===== src/rtl/core/cbba_pkg.sv =====
// ---------------------------------------------------------------------------
// cbba_pkg
// Shared types, codes and constants of the contiguous block bitmap allocator.
// ---------------------------------------------------------------------------
package cbba_pkg;

  localparam int DEF_MAX_BLOCKS = 1024;
  localparam int WORD_W         = 8;
  localparam int WSH            = $clog2(WORD_W);
  localparam int SIZE_W         = 23;
  localparam int BS_W           = 13;
  localparam int BC_W           = 11;
  localparam int CNT_W          = 24;
  localparam int SUM_W          = 25;
  localparam int BLK_W          = 10;
  localparam int CFG_W          = 13;
  localparam int DIV_STEPS      = SIZE_W;
  localparam int DCNT_W         = $clog2(DIV_STEPS + 1);

  localparam logic [BS_W-1:0] RST_BLOCK_SIZE  = 13'd64;
  localparam logic [BC_W-1:0] RST_BLOCK_COUNT = 11'd1024;

  typedef enum logic [1:0] {
    OP_CREATE   = 2'd0,
    OP_DELETE   = 2'd1,
    OP_TRUNCATE = 2'd2,
    OP_NONE     = 2'd3
  } op_t;

  typedef enum logic [1:0] {
    ST_DONE    = 2'd0,
    ST_NO_FREE = 2'd1,
    ST_COMPACT = 2'd2
  } status_t;

  typedef enum logic [0:0] {
    CFG_BLOCK_SIZE  = 1'b0,
    CFG_BLOCK_COUNT = 1'b1
  } cfg_idx_t;

  typedef enum logic [3:0] {
    S_CLR, S_IDLE, S_DISPATCH, S_DIV_CUR, S_DIV_NEW, S_DECIDE, S_RD, S_PROC, S_DONE
  } state_t;

  typedef enum logic [2:0] {
    RS_CREATE, RS_DELETE, RS_GROW_CHK, RS_GROW_SET, RS_SHRINK
  } range_sel_t;

  typedef enum logic [1:0] {
    FS_START, FS_ZERO, FS_FOUND
  } first_sel_t;

  typedef struct packed {
    op_t               operation;
    logic [BLK_W-1:0]  start_block;
    logic [SIZE_W-1:0] current_size;
    logic [SIZE_W-1:0] new_size;
  } in_t;

  typedef struct packed {
    status_t          status;
    logic [BLK_W-1:0] first_block;
  } out_t;

  typedef struct packed {
    logic       clr_step;
    logic       load;
    logic       div_start_cur;
    logic       div_start_new;
    logic       div_step;
    logic       save_old;
    logic       save_new;
    logic       range_init;
    range_sel_t sel;
    logic       rd;
    logic       proc;
    logic       out_load;
    status_t    status;
    first_sel_t first_sel;
  } cmd_t;

  typedef struct packed {
    logic       clr_done;
    logic       div_done;
    op_t        op;
    range_sel_t sel;
    logic       range_done;
    logic       hit;
    logic       grow;
    logic       shrink;
    logic       fits;
  } stat_t;

endpackage


===== src/rtl/core/cbba_ram.sv =====
// ---------------------------------------------------------------------------
// cbba_ram
// Generic single write port, single read port RAM with registered read.
// ---------------------------------------------------------------------------
module cbba_ram #(
  parameter int WIDTH = 8,
  parameter int DEPTH = 128,
  parameter int AW    = 7
) (
  input  logic             clk,
  input  logic             we,
  input  logic [AW-1:0]    waddr,
  input  logic [WIDTH-1:0] wdata,
  input  logic             re,
  input  logic [AW-1:0]    raddr,
  output logic [WIDTH-1:0] rdata
);

  logic [WIDTH-1:0] mem [DEPTH];

  // write port
  always_ff @(posedge clk) begin
    if (we) begin
      mem[waddr] <= wdata;
    end
  end

  // registered read port
  always_ff @(posedge clk) begin
    if (re) begin
      rdata <= mem[raddr];
    end
  end

endmodule


===== src/rtl/core/cbba_dp.sv =====
// ---------------------------------------------------------------------------
// cbba_dp
// Datapath: config registers, size divider, range bounds, bitmap word walk.
// ---------------------------------------------------------------------------
module cbba_dp
  import cbba_pkg::*;
#(
  parameter int MAX_BLOCKS = DEF_MAX_BLOCKS
) (
  input  logic             clk,
  input  logic             rst_n,
  input  cmd_t             cmd,
  output stat_t            st,
  input  in_t              in_data,
  output out_t             out_data,
  input  logic             cfg_we,
  input  logic [0:0]       cfg_index,
  input  logic [CFG_W-1:0] cfg_data
);

  localparam int WORDS   = MAX_BLOCKS / WORD_W;
  localparam int WADDR_W = (WORDS > 1) ? $clog2(WORDS) : 1;
  localparam int PTR_W   = WADDR_W + 1;
  localparam int BW      = PTR_W + WSH;
  localparam logic [SUM_W-1:0] MAXV = SUM_W'(MAX_BLOCKS);

  logic [BS_W-1:0]   bs_r;
  logic [BC_W-1:0]   bc_r;
  in_t               in_r;
  logic [SIZE_W-1:0] quo_r;
  logic [BS_W-1:0]   rem_r;
  logic [DCNT_W-1:0] dcnt_r;
  logic [CNT_W-1:0]  oldn_r, newn_r;
  range_sel_t        sel_r;
  logic [BW-1:0]     lo_r, hi_r;
  logic [PTR_W-1:0]  ptr_r;
  status_t           status_r;
  logic [BLK_W-1:0]  first_r;

  logic [BS_W-1:0]   bs_eff;
  logic [BS_W:0]     shifted;
  logic              qbit;
  logic [CNT_W-1:0]  div_n_raw, div_n;
  logic [SUM_W-1:0]  effc, start_s, s_old, s_new, lo_s, hi_s;
  logic [BW-1:0]     lo_c, hi_c;
  logic [WORD_W-1:0] rdata, mask, cand, used, wword;
  logic [WSH-1:0]    fj;
  logic [BW-1:0]     found_idx;
  logic [31:0]       found32;
  logic              wr_ok, ram_we;
  logic [WORD_W-1:0] ram_wdata;

  function automatic logic [BW-1:0] clamp(input logic [SUM_W-1:0] v);
    return (v > MAXV) ? BW'(MAX_BLOCKS) : v[BW-1:0];
  endfunction

  // configuration registers
  always_ff @(posedge clk) begin
    if (!rst_n) begin
      bs_r <= RST_BLOCK_SIZE;
      bc_r <= RST_BLOCK_COUNT;
    end else if (cfg_we) begin
      case (cfg_idx_t'(cfg_index))
        CFG_BLOCK_SIZE:  bs_r <= cfg_data;
        CFG_BLOCK_COUNT: bc_r <= cfg_data[BC_W-1:0];
        default: ;
      endcase
    end
  end

  // restoring divider step, ceiling and floor of one
  assign bs_eff    = (bs_r == '0) ? BS_W'(1) : bs_r;
  assign shifted   = {rem_r, quo_r[SIZE_W-1]};
  assign qbit      = (shifted >= {1'b0, bs_eff});
  assign div_n_raw = CNT_W'(quo_r) + CNT_W'(rem_r != '0);
  assign div_n     = (div_n_raw == '0) ? CNT_W'(1) : div_n_raw;

  always_ff @(posedge clk) begin
    if (!rst_n) begin
      dcnt_r <= '0;
    end else if (cmd.div_start_cur || cmd.div_start_new) begin
      dcnt_r <= DCNT_W'(DIV_STEPS);
    end else if (cmd.div_step) begin
      dcnt_r <= dcnt_r - 1'b1;
    end
  end

  always_ff @(posedge clk) begin
    if (cmd.div_start_new) begin
      quo_r <= in_r.new_size;
      rem_r <= '0;
    end else if (cmd.div_start_cur) begin
      quo_r <= in_r.current_size;
      rem_r <= '0;
    end else if (cmd.div_step) begin
      quo_r <= {quo_r[SIZE_W-2:0], qbit};
      rem_r <= qbit ? BS_W'(shifted - {1'b0, bs_eff}) : shifted[BS_W-1:0];
    end
  end

  // item and block count capture
  always_ff @(posedge clk) begin
    if (cmd.load) begin
      in_r <= in_data;
    end
    if (cmd.save_old) begin
      oldn_r <= div_n;
    end
    if (cmd.save_new) begin
      newn_r <= div_n;
    end
  end

  // range bounds
  assign effc    = (SUM_W'(bc_r) > MAXV) ? MAXV : SUM_W'(bc_r);
  assign start_s = SUM_W'(in_r.start_block);
  assign s_old   = start_s + SUM_W'(oldn_r);
  assign s_new   = start_s + SUM_W'(newn_r);

  always_comb begin
    lo_s = '0;
    hi_s = effc;
    case (cmd.sel)
      RS_CREATE:   begin lo_s = '0;      hi_s = effc;  end
      RS_DELETE:   begin lo_s = start_s; hi_s = s_old; end
      RS_GROW_CHK: begin lo_s = s_old;   hi_s = s_new; end
      RS_GROW_SET: begin lo_s = start_s; hi_s = s_new; end
      RS_SHRINK:   begin lo_s = s_new;   hi_s = s_old; end
      default:     begin lo_s = '0;      hi_s = '0;    end
    endcase
  end

  assign lo_c = clamp(lo_s);
  assign hi_c = clamp(hi_s);

  always_ff @(posedge clk) begin
    if (cmd.range_init) begin
      sel_r <= cmd.sel;
      lo_r  <= lo_c;
      hi_r  <= hi_c;
    end
  end

  // word pointer, shared by the clearing pass and the range walk
  always_ff @(posedge clk) begin
    if (!rst_n) begin
      ptr_r <= '0;
    end else if (cmd.range_init) begin
      ptr_r <= lo_c[BW-1:WSH];
    end else if (cmd.clr_step || cmd.proc) begin
      ptr_r <= ptr_r + 1'b1;
    end
  end

  // per-word mask, search and update
  always_comb begin
    logic [BW-1:0] idx;
    mask = '0;
    for (int j = 0; j < WORD_W; j++) begin
      idx     = {ptr_r, WSH'(j)};
      mask[j] = (idx >= lo_r) && (idx < hi_r);
    end
  end

  assign cand = mask & ~rdata;
  assign used = mask & rdata;

  always_comb begin
    fj = '0;
    for (int j = WORD_W - 1; j >= 0; j--) begin
      if (cand[j]) begin
        fj = WSH'(j);
      end
    end
  end

  assign found_idx = {ptr_r, fj};
  assign found32   = 32'(found_idx);

  always_comb begin
    wword = rdata;
    wr_ok = 1'b1;
    case (sel_r)
      RS_CREATE:   begin wword = rdata | (WORD_W'(1) << fj); wr_ok = |cand; end
      RS_GROW_CHK: begin wword = rdata; wr_ok = 1'b0; end
      RS_GROW_SET: begin wword = rdata | mask; end
      default:     begin wword = rdata & ~mask; end
    endcase
  end

  assign ram_we    = cmd.clr_step || (cmd.proc && wr_ok);
  assign ram_wdata = cmd.clr_step ? '0 : wword;

  cbba_ram #(
    .WIDTH (WORD_W),
    .DEPTH (WORDS),
    .AW    (WADDR_W)
  ) u_ram (
    .clk   (clk),
    .we    (ram_we),
    .waddr (ptr_r[WADDR_W-1:0]),
    .wdata (ram_wdata),
    .re    (cmd.rd),
    .raddr (ptr_r[WADDR_W-1:0]),
    .rdata (rdata)
  );

  // result registers
  always_ff @(posedge clk) begin
    if (cmd.out_load) begin
      status_r <= cmd.status;
      case (cmd.first_sel)
        FS_ZERO:  first_r <= '0;
        FS_FOUND: first_r <= found32[BLK_W-1:0];
        default:  first_r <= in_r.start_block;
      endcase
    end
  end

  assign out_data.status      = status_r;
  assign out_data.first_block = first_r;

  // status back to the controller
  assign st.clr_done   = (ptr_r == PTR_W'(WORDS - 1));
  assign st.div_done   = (dcnt_r == '0);
  assign st.op         = in_r.operation;
  assign st.sel        = sel_r;
  assign st.range_done = (lo_r >= hi_r) || ({ptr_r, WSH'(0)} >= hi_r);
  assign st.hit        = (sel_r == RS_GROW_CHK) ? (|used) : (|cand);
  assign st.grow       = (newn_r > oldn_r);
  assign st.shrink     = (oldn_r > newn_r);
  assign st.fits       = (s_new <= effc);

endmodule


===== src/rtl/core/cbba_ctrl.sv =====
// ---------------------------------------------------------------------------
// cbba_ctrl
// Controller: sequences clearing, division, range walks and the result beat.
// ---------------------------------------------------------------------------
module cbba_ctrl
  import cbba_pkg::*;
(
  input  logic  clk,
  input  logic  rst_n,
  input  logic  start,
  output logic  busy,
  output logic  out_strobe,
  output cmd_t  cmd,
  input  stat_t st
);

  state_t state_r, state_nxt;

  // state register
  always_ff @(posedge clk) begin
    if (!rst_n) begin
      state_r <= S_CLR;
    end else begin
      state_r <= state_nxt;
    end
  end

  // next state
  always_comb begin
    state_nxt = state_r;
    case (state_r)
      S_CLR:      if (st.clr_done) state_nxt = S_IDLE;
      S_IDLE:     if (start) state_nxt = S_DISPATCH;
      S_DISPATCH: begin
        case (st.op)
          OP_CREATE:   state_nxt = S_RD;
          OP_DELETE:   state_nxt = S_DIV_CUR;
          OP_TRUNCATE: state_nxt = S_DIV_CUR;
          default:     state_nxt = S_DONE;
        endcase
      end
      S_DIV_CUR: begin
        if (st.div_done) state_nxt = (st.op == OP_TRUNCATE) ? S_DIV_NEW : S_DECIDE;
      end
      S_DIV_NEW:  if (st.div_done) state_nxt = S_DECIDE;
      S_DECIDE: begin
        if (st.op == OP_DELETE) state_nxt = S_RD;
        else if (st.grow) state_nxt = st.fits ? S_RD : S_DONE;
        else if (st.shrink) state_nxt = S_RD;
        else state_nxt = S_DONE;
      end
      S_RD: begin
        if (!st.range_done) state_nxt = S_PROC;
        else if (st.sel == RS_GROW_CHK) state_nxt = S_RD;
        else state_nxt = S_DONE;
      end
      S_PROC: begin
        if (st.hit && (st.sel == RS_CREATE || st.sel == RS_GROW_CHK)) state_nxt = S_DONE;
        else state_nxt = S_RD;
      end
      S_DONE:     state_nxt = S_IDLE;
      default:    state_nxt = S_CLR;
    endcase
  end

  // commands
  always_comb begin
    cmd = '0;
    cmd.sel = RS_CREATE;
    cmd.status = ST_DONE;
    cmd.first_sel = FS_START;
    case (state_r)
      S_CLR:  cmd.clr_step = 1'b1;
      S_IDLE: cmd.load = start;
      S_DISPATCH: begin
        case (st.op)
          OP_CREATE: begin
            cmd.range_init = 1'b1;
            cmd.sel = RS_CREATE;
          end
          OP_DELETE:   cmd.div_start_cur = 1'b1;
          OP_TRUNCATE: cmd.div_start_cur = 1'b1;
          default:     cmd.out_load = 1'b1;
        endcase
      end
      S_DIV_CUR: begin
        if (!st.div_done) begin
          cmd.div_step = 1'b1;
        end else begin
          cmd.save_old = 1'b1;
          cmd.div_start_new = (st.op == OP_TRUNCATE);
        end
      end
      S_DIV_NEW: begin
        cmd.div_step = !st.div_done;
        cmd.save_new = st.div_done;
      end
      S_DECIDE: begin
        if (st.op == OP_DELETE) begin
          cmd.range_init = 1'b1;
          cmd.sel = RS_DELETE;
        end else if (st.grow && st.fits) begin
          cmd.range_init = 1'b1;
          cmd.sel = RS_GROW_CHK;
        end else if (st.grow) begin
          cmd.out_load = 1'b1;
          cmd.status = ST_COMPACT;
        end else if (st.shrink) begin
          cmd.range_init = 1'b1;
          cmd.sel = RS_SHRINK;
        end else begin
          cmd.out_load = 1'b1;
        end
      end
      S_RD: begin
        if (!st.range_done) begin
          cmd.rd = 1'b1;
        end else if (st.sel == RS_GROW_CHK) begin
          cmd.range_init = 1'b1;
          cmd.sel = RS_GROW_SET;
        end else if (st.sel == RS_CREATE) begin
          cmd.out_load = 1'b1;
          cmd.status = ST_NO_FREE;
          cmd.first_sel = FS_ZERO;
        end else begin
          cmd.out_load = 1'b1;
        end
      end
      S_PROC: begin
        cmd.proc = 1'b1;
        if (st.hit && st.sel == RS_CREATE) begin
          cmd.out_load = 1'b1;
          cmd.first_sel = FS_FOUND;
        end else if (st.hit && st.sel == RS_GROW_CHK) begin
          cmd.out_load = 1'b1;
          cmd.status = ST_COMPACT;
        end
      end
      default: ;
    endcase
  end

  assign busy       = (state_r != S_IDLE);
  assign out_strobe = (state_r == S_DONE);

endmodule


===== src/rtl/core/contiguous_block_bitmap_allocator_top.sv =====
// ---------------------------------------------------------------------------
// contiguous_block_bitmap_allocator_top
// Create: scans the bitmap word by word, each 8-block word read, then searched and its first free block set.
// Delete and truncate: each size takes 23 divider steps and a capture, then each
// 8-block bitmap word touched is read, then written back (a grow check only reads).
// One item at a time; the result beat is one cycle and cannot be stalled.
// Reset: busy while the clearing pass zeroes every bitmap word.
// ---------------------------------------------------------------------------
module contiguous_block_bitmap_allocator_top
  import cbba_pkg::*;
#(
  parameter int MAX_BLOCKS = DEF_MAX_BLOCKS
) (
  input  logic             clk,
  input  logic             rst_n,
  input  logic             start,
  output logic             busy,
  input  in_t              in_data,
  output logic             out_strobe,
  output out_t             out_data,
  input  logic             cfg_we,
  input  logic [0:0]       cfg_index,
  input  logic [CFG_W-1:0] cfg_data
);

  cmd_t  cmd;
  stat_t st;

  // sequencer
  cbba_ctrl u_ctrl (
    .clk        (clk),
    .rst_n      (rst_n),
    .start      (start),
    .busy       (busy),
    .out_strobe (out_strobe),
    .cmd        (cmd),
    .st         (st)
  );

  // datapath and bitmap
  cbba_dp #(
    .MAX_BLOCKS (MAX_BLOCKS)
  ) u_dp (
    .clk       (clk),
    .rst_n     (rst_n),
    .cmd       (cmd),
    .st        (st),
    .in_data   (in_data),
    .out_data  (out_data),
    .cfg_we    (cfg_we),
    .cfg_index (cfg_index),
    .cfg_data  (cfg_data)
  );

  // result beat lasts one cycle
  a_strobe_pulse: assert property (@(posedge clk) disable iff (!rst_n)
    out_strobe |=> !out_strobe) else $error("result strobe longer than one cycle");

  // an accepted item makes the block busy
  a_accept_busy: assert property (@(posedge clk) disable iff (!rst_n)
    (start && !busy) |=> busy) else $error("not busy after accept");

  // strobe only while an item is in flight
  a_strobe_busy: assert property (@(posedge clk) disable iff (!rst_n)
    out_strobe |-> busy) else $error("strobe while idle");

  // a full disk reports block zero
  a_nofree_zero: assert property (@(posedge clk) disable iff (!rst_n)
    (out_strobe && out_data.status == ST_NO_FREE) |-> (out_data.first_block == '0))
    else $error("no-free result with nonzero block");

endmodule

===== config.mk =====
export PLATFORM = sky130hd
export DESIGN_NAME = contiguous_block_bitmap_allocator_top
export DESIGN_NICKNAME = d
export VERILOG_FILES = /design/src/rtl/core/cbba_pkg.sv /design/src/rtl/core/cbba_ram.sv /design/src/rtl/core/cbba_dp.sv /design/src/rtl/core/cbba_ctrl.sv /design/src/rtl/core/contiguous_block_bitmap_allocator_top.sv
export SDC_FILE = /design/constraint.sdc
export NUM_CORES = 2
export LEC_CHECK = 0
export ABC_AREA = 1
export BUFFER_PORTS_ARGS = -buffer_cell sky130_fd_sc_hd__buf_4
export CORE_ASPECT_RATIO = 1.75
export CORE_MARGIN = 3
export CORE_UTILIZATION = 45
export DETAILED_ROUTE_END_ITERATION = 6
export PLACE_DENSITY_LB_ADDON = 0.12
export RECOVER_POWER = 25
export SLEW_MARGIN = 20
export SYNTH_ARGS = -nofsm -noshare
export SYNTH_HDL_FRONTEND = slang
export SYNTH_SLANG_ARGS = --single-unit

===== constraint.sdc =====
create_clock -name clk -period 10.1 [get_ports clk]
set_input_delay 1.01 -clock clk [delete_from_list [all_inputs] [get_ports clk]]
set_output_delay 1.01 -clock clk [all_outputs]
set_load 0.01 [all_outputs]

# [Word-level counts from Yosys, hierarchy flattened]
# Memory sizes are Yosys's and may differ from the RTL's. A register that Yosys moved wholly into a read port is not among the register bits.
# Cells that the tools add are included.
# W data, S select, Z words.
[word_totals] register_bits=220 latchBits=0 ramBits=1024 rom_bits=0 input_bits=76 out_inout_bits=14 word_cells=209 n_memories=1
[op_classes] addsub=6 mul=0 div=0 magnitude_cmp=25 eq_ne=24 shifts=1 mux=81 bitwise_logic=9 reduce_logical=42
[mem_list] name="u_dp.u_ram.mem" depth=128 width=8 rd=1 rd_clocked_by_memory_dff=1 wr=1 line_no="cbba_ram.sv:19" text="logic [WIDTH-1:0] mem [DEPTH];"
[ops] op="$pmux W25 S3" n=2
[ops] op="$ge A11 B11 Y1" n=10
[ops] op="$lt A11 B11 Y1" n=8
[ops] op="$mux W4" n=18
[ops] op="$mux W23" n=3
[ops] op="$add A10 B24 Y25" n=2
[ops] op="$gt A25 B11 Y1 const B" n=2
[ops] op="$gt A24 B24 Y1" n=2
[ops] op="$mux W3" n=12
[ops] op="$pmux W4 S9" n=1
[ops] op="$mux W13" n=2
[ops] op="$le A25 B25 Y1" n=1
[ops] op="$add A23 B1 Y24" n=1
[ops] op="$and A8 B8 Y8" n=3
[ops] op="$logic_not A24 Y1" n=1
[ops] op="$mux W24" n=1
[ops] op="$mux W8" n=3
[ops] op="$pmux W8 S3" n=1
[ops] op="$mux W11" n=2
[ops] op="$mux W1" n=21
[ops] op="$mux W5" n=4
[ops] op="$pmux W10 S2" n=1
[ops] op="$eq A4 B3 Y1 const B" n=4
[ops] op="$not A8 Y8" n=2
[ops] op="other kinds (43)" n=81

# [Depth between registers and ports, before layout]
[depth] depth_word=15 depth_mapped=32

# [Hierarchy]
# Synthesis repeated with hierarchy kept, for this count alone.
[hier_totals] cells_unflattened=5610 area_unflattened_um2=57585.2
[modules_own_cells] mod="cbba_ram" instances=1 cells_per_inst=3575 area_each_um2=42184.2
[modules_own_cells] mod="cbba_dp" instances=1 cells_per_inst=1933 area_each_um2=14789.2
[modules_own_cells] mod="cbba_ctrl" instances=1 cells_per_inst=102 area_each_um2=611.8

# [Worst setup path before layout]
# No wires, ideal clock.
[synth_timing] path_type="reg2reg" from="register u_dp.hi_r[6]" to="memory u_dp.u_ram.mem[0][4] (data pin)" setup_ns=1.317 arrival_ns=7.681 required_time_ns=8.783 path_slack_ns=1.102 path_stages_with_launch=20 path_buffers=0 synth_period_minus_slack_ns=8.998 cell_sequence="edfxtp_1 inv_1 ha_1 a21o_1 inv_1 o21ai_1 nand2_1 nand3_1 o21bai_1 nor2_2 o211ai_1 nor2_1 inv_1 nand2_1 nor2_1 nor3_1 inv_1 nor2_1 nand3_1 a311oi_1"
[synth_via] elab_chain_len=15
[synth_rtl] element="from (decl)" line_no="cbba_dp.sv:35" text="logic [BW-1:0] lo_r, hi_r;"
[synth_rtl] element="from (signal assigned)" line_no="cbba_dp.sv:140" text="hi_r <= hi_c;"
[synth_rtl] element="$lt A11 B11 Y1" line_no="cbba_dp.sv:161" text="mask[j] = (idx >= lo_r) && (idx < hi_r);"
[synth_rtl] element="$logic_and A1 B1 Y1" line_no="cbba_dp.sv:161"
[synth_rtl] element="$and A8 B8 Y8" line_no="cbba_dp.sv:165" text="assign cand = mask & ~rdata;"
[synth_rtl] element="$mux W3 (8 in a row)" line_no="cbba_dp.sv:171" text="if (cand[j]) begin"
[synth_rtl] element="$shl A1 B3 Y8" line_no="cbba_dp.sv:184" text="RS_CREATE: begin wword = rdata | (WORD_W'(1) << fj); wr_ok = |cand; end"
[synth_rtl] element="$or A8 B8 Y8" line_no="cbba_dp.sv:184"
[synth_rtl] element="$pmux W8 S3 (*)" line_no="cbba_dp.sv:183" text="case (sel_r)"
[synth_rtl] element="$mux W8 (*)" line_no="cbba_dp.sv:192" text="assign ram_wdata = cmd.clr_step ? '0 : wword;"
[synth_rtl] element="named net u_dp.ram_wdata[4]" line_no="cbba_dp.sv:51" text="logic [WORD_W-1:0] ram_wdata;"
[synth_rtl] element="to (decl)" line_no="cbba_ram.sv:19"
# Mark *: on every way through the listed nets, which the timed path passes. The rest lies on a longest branch.

# [Final worst setup path]
[layout_timing] from="register u_dp.ptr_r[0]" to="memory u_dp.u_ram.mem[11][0] (data pin)"
[layout_via] elab_chain_len=15
[layout_rtl] element="from (decl)" line_no="cbba_dp.sv:36" text="logic [PTR_W-1:0] ptr_r;"
[layout_rtl] element="from (signal assigned)" line_no="cbba_dp.sv:149" text="ptr_r <= lo_c[BW-1:WSH];"
[layout_rtl] element="from (signal assigned)" line_no="cbba_dp.sv:151" text="ptr_r <= ptr_r + 1'b1;"
[layout_rtl] element="$ge A11 B11 Y1 or $lt A11 B11 Y1 (tied branches)" line_no="cbba_dp.sv:161"
[layout_rtl] element="$logic_and A1 B1 Y1" line_no="cbba_dp.sv:161"
[layout_rtl] element="$and A8 B8 Y8" line_no="cbba_dp.sv:165"
[layout_rtl] element="$mux W3 (8 in a row)" line_no="cbba_dp.sv:171"
[layout_rtl] element="$shl A1 B3 Y8" line_no="cbba_dp.sv:184"
[layout_rtl] element="$or A8 B8 Y8" line_no="cbba_dp.sv:184"
[layout_rtl] element="$pmux W8 S3 (*)" line_no="cbba_dp.sv:183"
[layout_rtl] element="$mux W8 (*)" line_no="cbba_dp.sv:192"
[layout_rtl] element="named net u_dp.ram_wdata[0]" line_no="cbba_dp.sv:51"
# Marked as above.

==> summary.txt <==
Worst setup path
  – Buffer and inverter count on the worst path: 6
  – Setup crit start: u_dp.ptr_r[0]$_SDFFE_PN0P_
  – CP max stage cell: clkbuf_1
  – Crit end category: flip-flop
  – Max incr delay on CP: 2310 ps
  – Cell family with most CP delay: buffers and inverters
  – Worst Path Max Fanout: 67
  – CP Data Arrival Time: 7390 ps
  – Reg-to-reg endpoint: u_dp.u_ram.mem[11][0]$_DFFE_PP_
  – Crit-path most repeated cell: nand2_1
  – CP required: 10530 ps
  – Setup crit end: u_dp.u_ram.mem[11][0]$_DFFE_PP_
  – RR Startpoint: u_dp.ptr_r[0]$_SDFFE_PN0P_
  – Worst R2R Path Depth: 21
  – Crit path kind: reg2reg
  – Setup crit start kind: flip-flop
  – Worst path cell trace: inv_1, ha_1, nand2_1, nor2_1, nand2_1, nor2_1, nor2_1, o21ai_0, nand2_1, inv_1, nand2_1, nand2_1, nor2_1, nor3_1, inv_1, nand2_1, inv_1, nand3_1, a311oi_4, clkbuf_1, buf_4
  – Reg2Reg Setup Slack: 3140 ps
  – Critical path depth in cells: 21

Power and ir drop
  – PwrDens: 209 nW/um2
  – Logic pwr share: 0.174
  – Switching part of the total: 0.289
  – Clock power share: 0.345
  – Int Power: 0.00868 W
  – Register share of total power: 0.481
  – Max VDD drop: 0.145 mV
  – Sw power: 0.00353 W
  – Leakage: 20.4 nW

Placed design
  – Pre-CTS WS: 4150 ps
  – IO Port Bufs: 89
  – RD Place Congestion: 0.969
  – Final HPWL DP: 108000 um

Routing
  – Routed WL: 164000 um
  – DR WL met2: 88400 um
  – Wire per inst: 28.2 um
  – Pre-antenna DRT Iters: 6
  – Via density: 5.89
  – Via Count: 34200
  – DRC viols: 0
  – Final ANT Viol Nets: 0
  – Top Metal Used: met4
  – DRT met1 WL: 55700 um
  – DR iter-0 viols: 2619
  – Met3 wire length: 7660 um

Run status
  – Status: finished with violations
  – Failing checks: capacitance limit, slew limit

Cells and area
  – Fill cell count: 10100
  – Area Growth Syn to Fin: 11.3%
  – Most frequent cells in the layout: edfxtp_1 (1198), nand2_1 (740), inv_1 (309), nor2_1 (300), a22oi_1 (170)
  – NumNets Final: 4391
  – Share of post-route cells with drive strength above 1: 0.0803
  – Commonest non-fill, non-tap cell in the layout: edfxtp_1

Synth
  – Compound-gate portion of the synthesized area: 0.105
  – Sequential area share after synthesis: 0.705
  – Number of synthesized flops with an enable pin: 1198
  – Syn. warnings: 0
  – Seq cells post-synth: 1252
  – Syn avg cell area: 12.8 um2
  – Simple-gate share of the synthesized area: 0.118
  – Syn nets: 4308
  – Fraction of synthesized area in multiplexers: 0
  – Combinational family with the most area after synthesis: simple AND/OR/NAND/NOR gates
  – Synth Flop Type: edfxtp_1
  – Synth Area in Adders: 0.0268
  – Mapped Area: 52600 um2
  – XOR/XNOR share of the synthesized area: 0.00999
  – Most area-hungry cell type in the Yosys netlist: edfxtp_1
  – Post-Synthesis Cells: 4121
  – Synth top area cells: edfxtp_1 (68%), nand2_1 (5.3%), ha_1 (2.6%)
  – Post-synth top area share: 0.684
  – Async SR Flop Fraction: 0
  – Yosys cell types: 68

STA
  – Hold_ws: 464 ps
  – Clock Skew: 45.4 ps
  – Max-slew headroom at the worst pin: -1.26
  – Final Worst Setup Slack: 3140 ps
  – Peak Freq: 144 MHz
  – Slew of the pin with the lowest slew margin: 3390 ps
  – Setup_tns: 0 ps
  – RSZ-0062 raised after global routing: no
  – Final setup viols: 0
  – Min cycle time layout: 6960 ps
  – Final hold vios: 0
  – Final Max Tran Viols: 501
  – Fin crit share: 0.690

Clock tree
  – CTS Hold Bufs: 0
  – Clock buffer depth: 3
  – Clock transition at path regs: 70 ps
  – Clk Latency, worst-skew pair: 740 ps
  – Resize count post-CTS: 0
  – Postcts setup bufs: 0
  – Clock sinks: 1252
  – CTS tree: done
  – Max H-tree Level: 3
  – CTS buffer count: 110
  – CTS root buf: clkbuf_16

GRT
  – GRT Residual Overflow: 0
  – Largest net degree at the start of global routing: 124
  – Number of global-route vias before repair: 34800
  – Global-route wire length before repair: 235000 um
  – Initial antenna violation count: 1
  – Global router's overall resource usage: 0.268

Min path
  – Type of the tightest min-delay check: in2reg
  – Hold Path Origin: in_data[46]

Die
  – Chip height: 458 um
  – # rows: 165
  – Core area: 116000 um2
  – Initial Util: 0.454
  – I/O pin count: 90
  – Die Wd: 264 um
  – Die ar.: 121000 um2

Flow run
  – Max-Cap Viols: 11
## power groups by stage
| stage | Clock (W) | Combinational, W | Sequential [W] |
|---|---|---|---|
| 2_1_floorplan | 0 | 0.00120 | 0.00597 |
| 3_3_place_gp | 0 | 0.00215 | 0.00598 |
| 3_5_place_dp | 0 | 0.00215 | 0.00598 |
| 4_1_cts | 0.00428 | 0.00216 | 0.00587 |
| 5_1_grt | 0.00447 | 0.00227 | 0.00588 |
| 6_report | 0.00421 | 0.00213 | 0.00588 |
## metal layers
layer,GRT usage,vias to the layer above
li1,-,15500
met1,0.280,17200
met2,0.502,1138
met3,0.0357,390
met4,0.169,0
met5,0,-
## per-stage QoR
stage	instances	total power [W]	instance area (um2)	util
final	5800	0.0122	58500	0.505
after global routing	5800	0.0126	58500	0.505
after CTS	5798	0.0123	58700	0.506
after detailed placement	5594	0.00813	55100	0.476
after global placement	5594	0.00814	55100	0.476
after floorplan	4121	0.00717	52600	-
## sequential cells by signal (all words and copies together), names as in the netlist
name / count
u_dp.st: 2
u_dp.in_r: 56
u_dp.hi_r: 11
u_dp.quo_r: 23
u_dp.u_ram.mem: 1024
u_dp.rem_r: 13
u_dp.status_r: 2
u_dp.dcnt_r: 5
u_dp.sel_r: 3
u_dp.bs_r: 13
u_dp.bc_r: 11
u_dp.newn_r: 24
u_dp.lo_r: 11
u_dp.first_r: 10
u_dp.oldn_r: 24
u_dp.ptr_r: 8
u_dp.u_ram.rdata: 8
u_ctrl.state_r: 4
## cell type report
class                      instances  area, um2  share of cell area
antenna                            1       2.50           0.0000428
clock buffer                     138       2910              0.0497
clock inverter                    66        629              0.0108
inverter                         317       1190              0.0203
multi-input combinational       2388      13900               0.237
sequential                      1252      37100               0.633
tap                             1503       1880              0.0321
timing repair buffer             135       1000              0.0172
## cell usage after synthesis, drive strengths merged (3+ instances only)
master   instances
o21ai          113
a21oi          172
a31oi           34
a221oi         120
nand2          754
clkbuf         119
nand4          150
dfxtp           54
nand3          116
a311oi           5
nor3            48
buf             45
o22ai           14
xor2            46
nor4            17
a41oi            9
a22o           112
inv            315
o211ai          10
nor2           322
xnor2           14
o31ai            3
a21o             4
a21boi           5
ha             108
fa               3
or2              7
o21bai           4
a22oi          170
nand3b           8
o2111ai          3
edfxtp        1198
## worst reg2reg max path, cell delays in order (launching register included)
cell and delay (ps):
dfxtp_1 660, inv_1 360, ha_1 380, nand2_1 60
nor2_1 40, nand2_1 130, nor2_1 80, nor2_1 250
o21ai_0 140, nand2_1 140, inv_1 70, nand2_1 70
nand2_1 80, nor2_1 160, nor3_1 60, inv_1 110
nand2_1 60, inv_1 140, nand3_1 140, a311oi_4 220
clkbuf_1 2310, buf_4 950
## cell families (layout without fill, tap and decap cells)
family                   count (synthesis)  after routing
XOR/XNOR                                60             60
buffers and inverters                  481            656
AND/OR/NAND/NOR                       1427           1427
other                                    0              1
adder cells (fa/ha/maj)                111            111
flip-flops                            1252           1252
AO/OA/AOI/OAI                          790            790
## worst min path at each step
stage                                  endpoint  slack [ps]  cells after the start
finish                  u_dp.in_r[46]$_DFFE_PP_         460                      1
global route            u_dp.in_r[18]$_DFFE_PP_         420                      1
CTS                     u_dp.in_r[16]$_DFFE_PP_         380                      1
detailed placement  u_dp.dcnt_r[4]$_SDFFE_PN0P_         480                      2
global placement    u_dp.dcnt_r[4]$_SDFFE_PN0P_         470                      2
floorplan             u_dp.bc_r[1]$_SDFFE_PN0P_         440                      2
No activity file was read; power rests on OpenSTA's default activity.
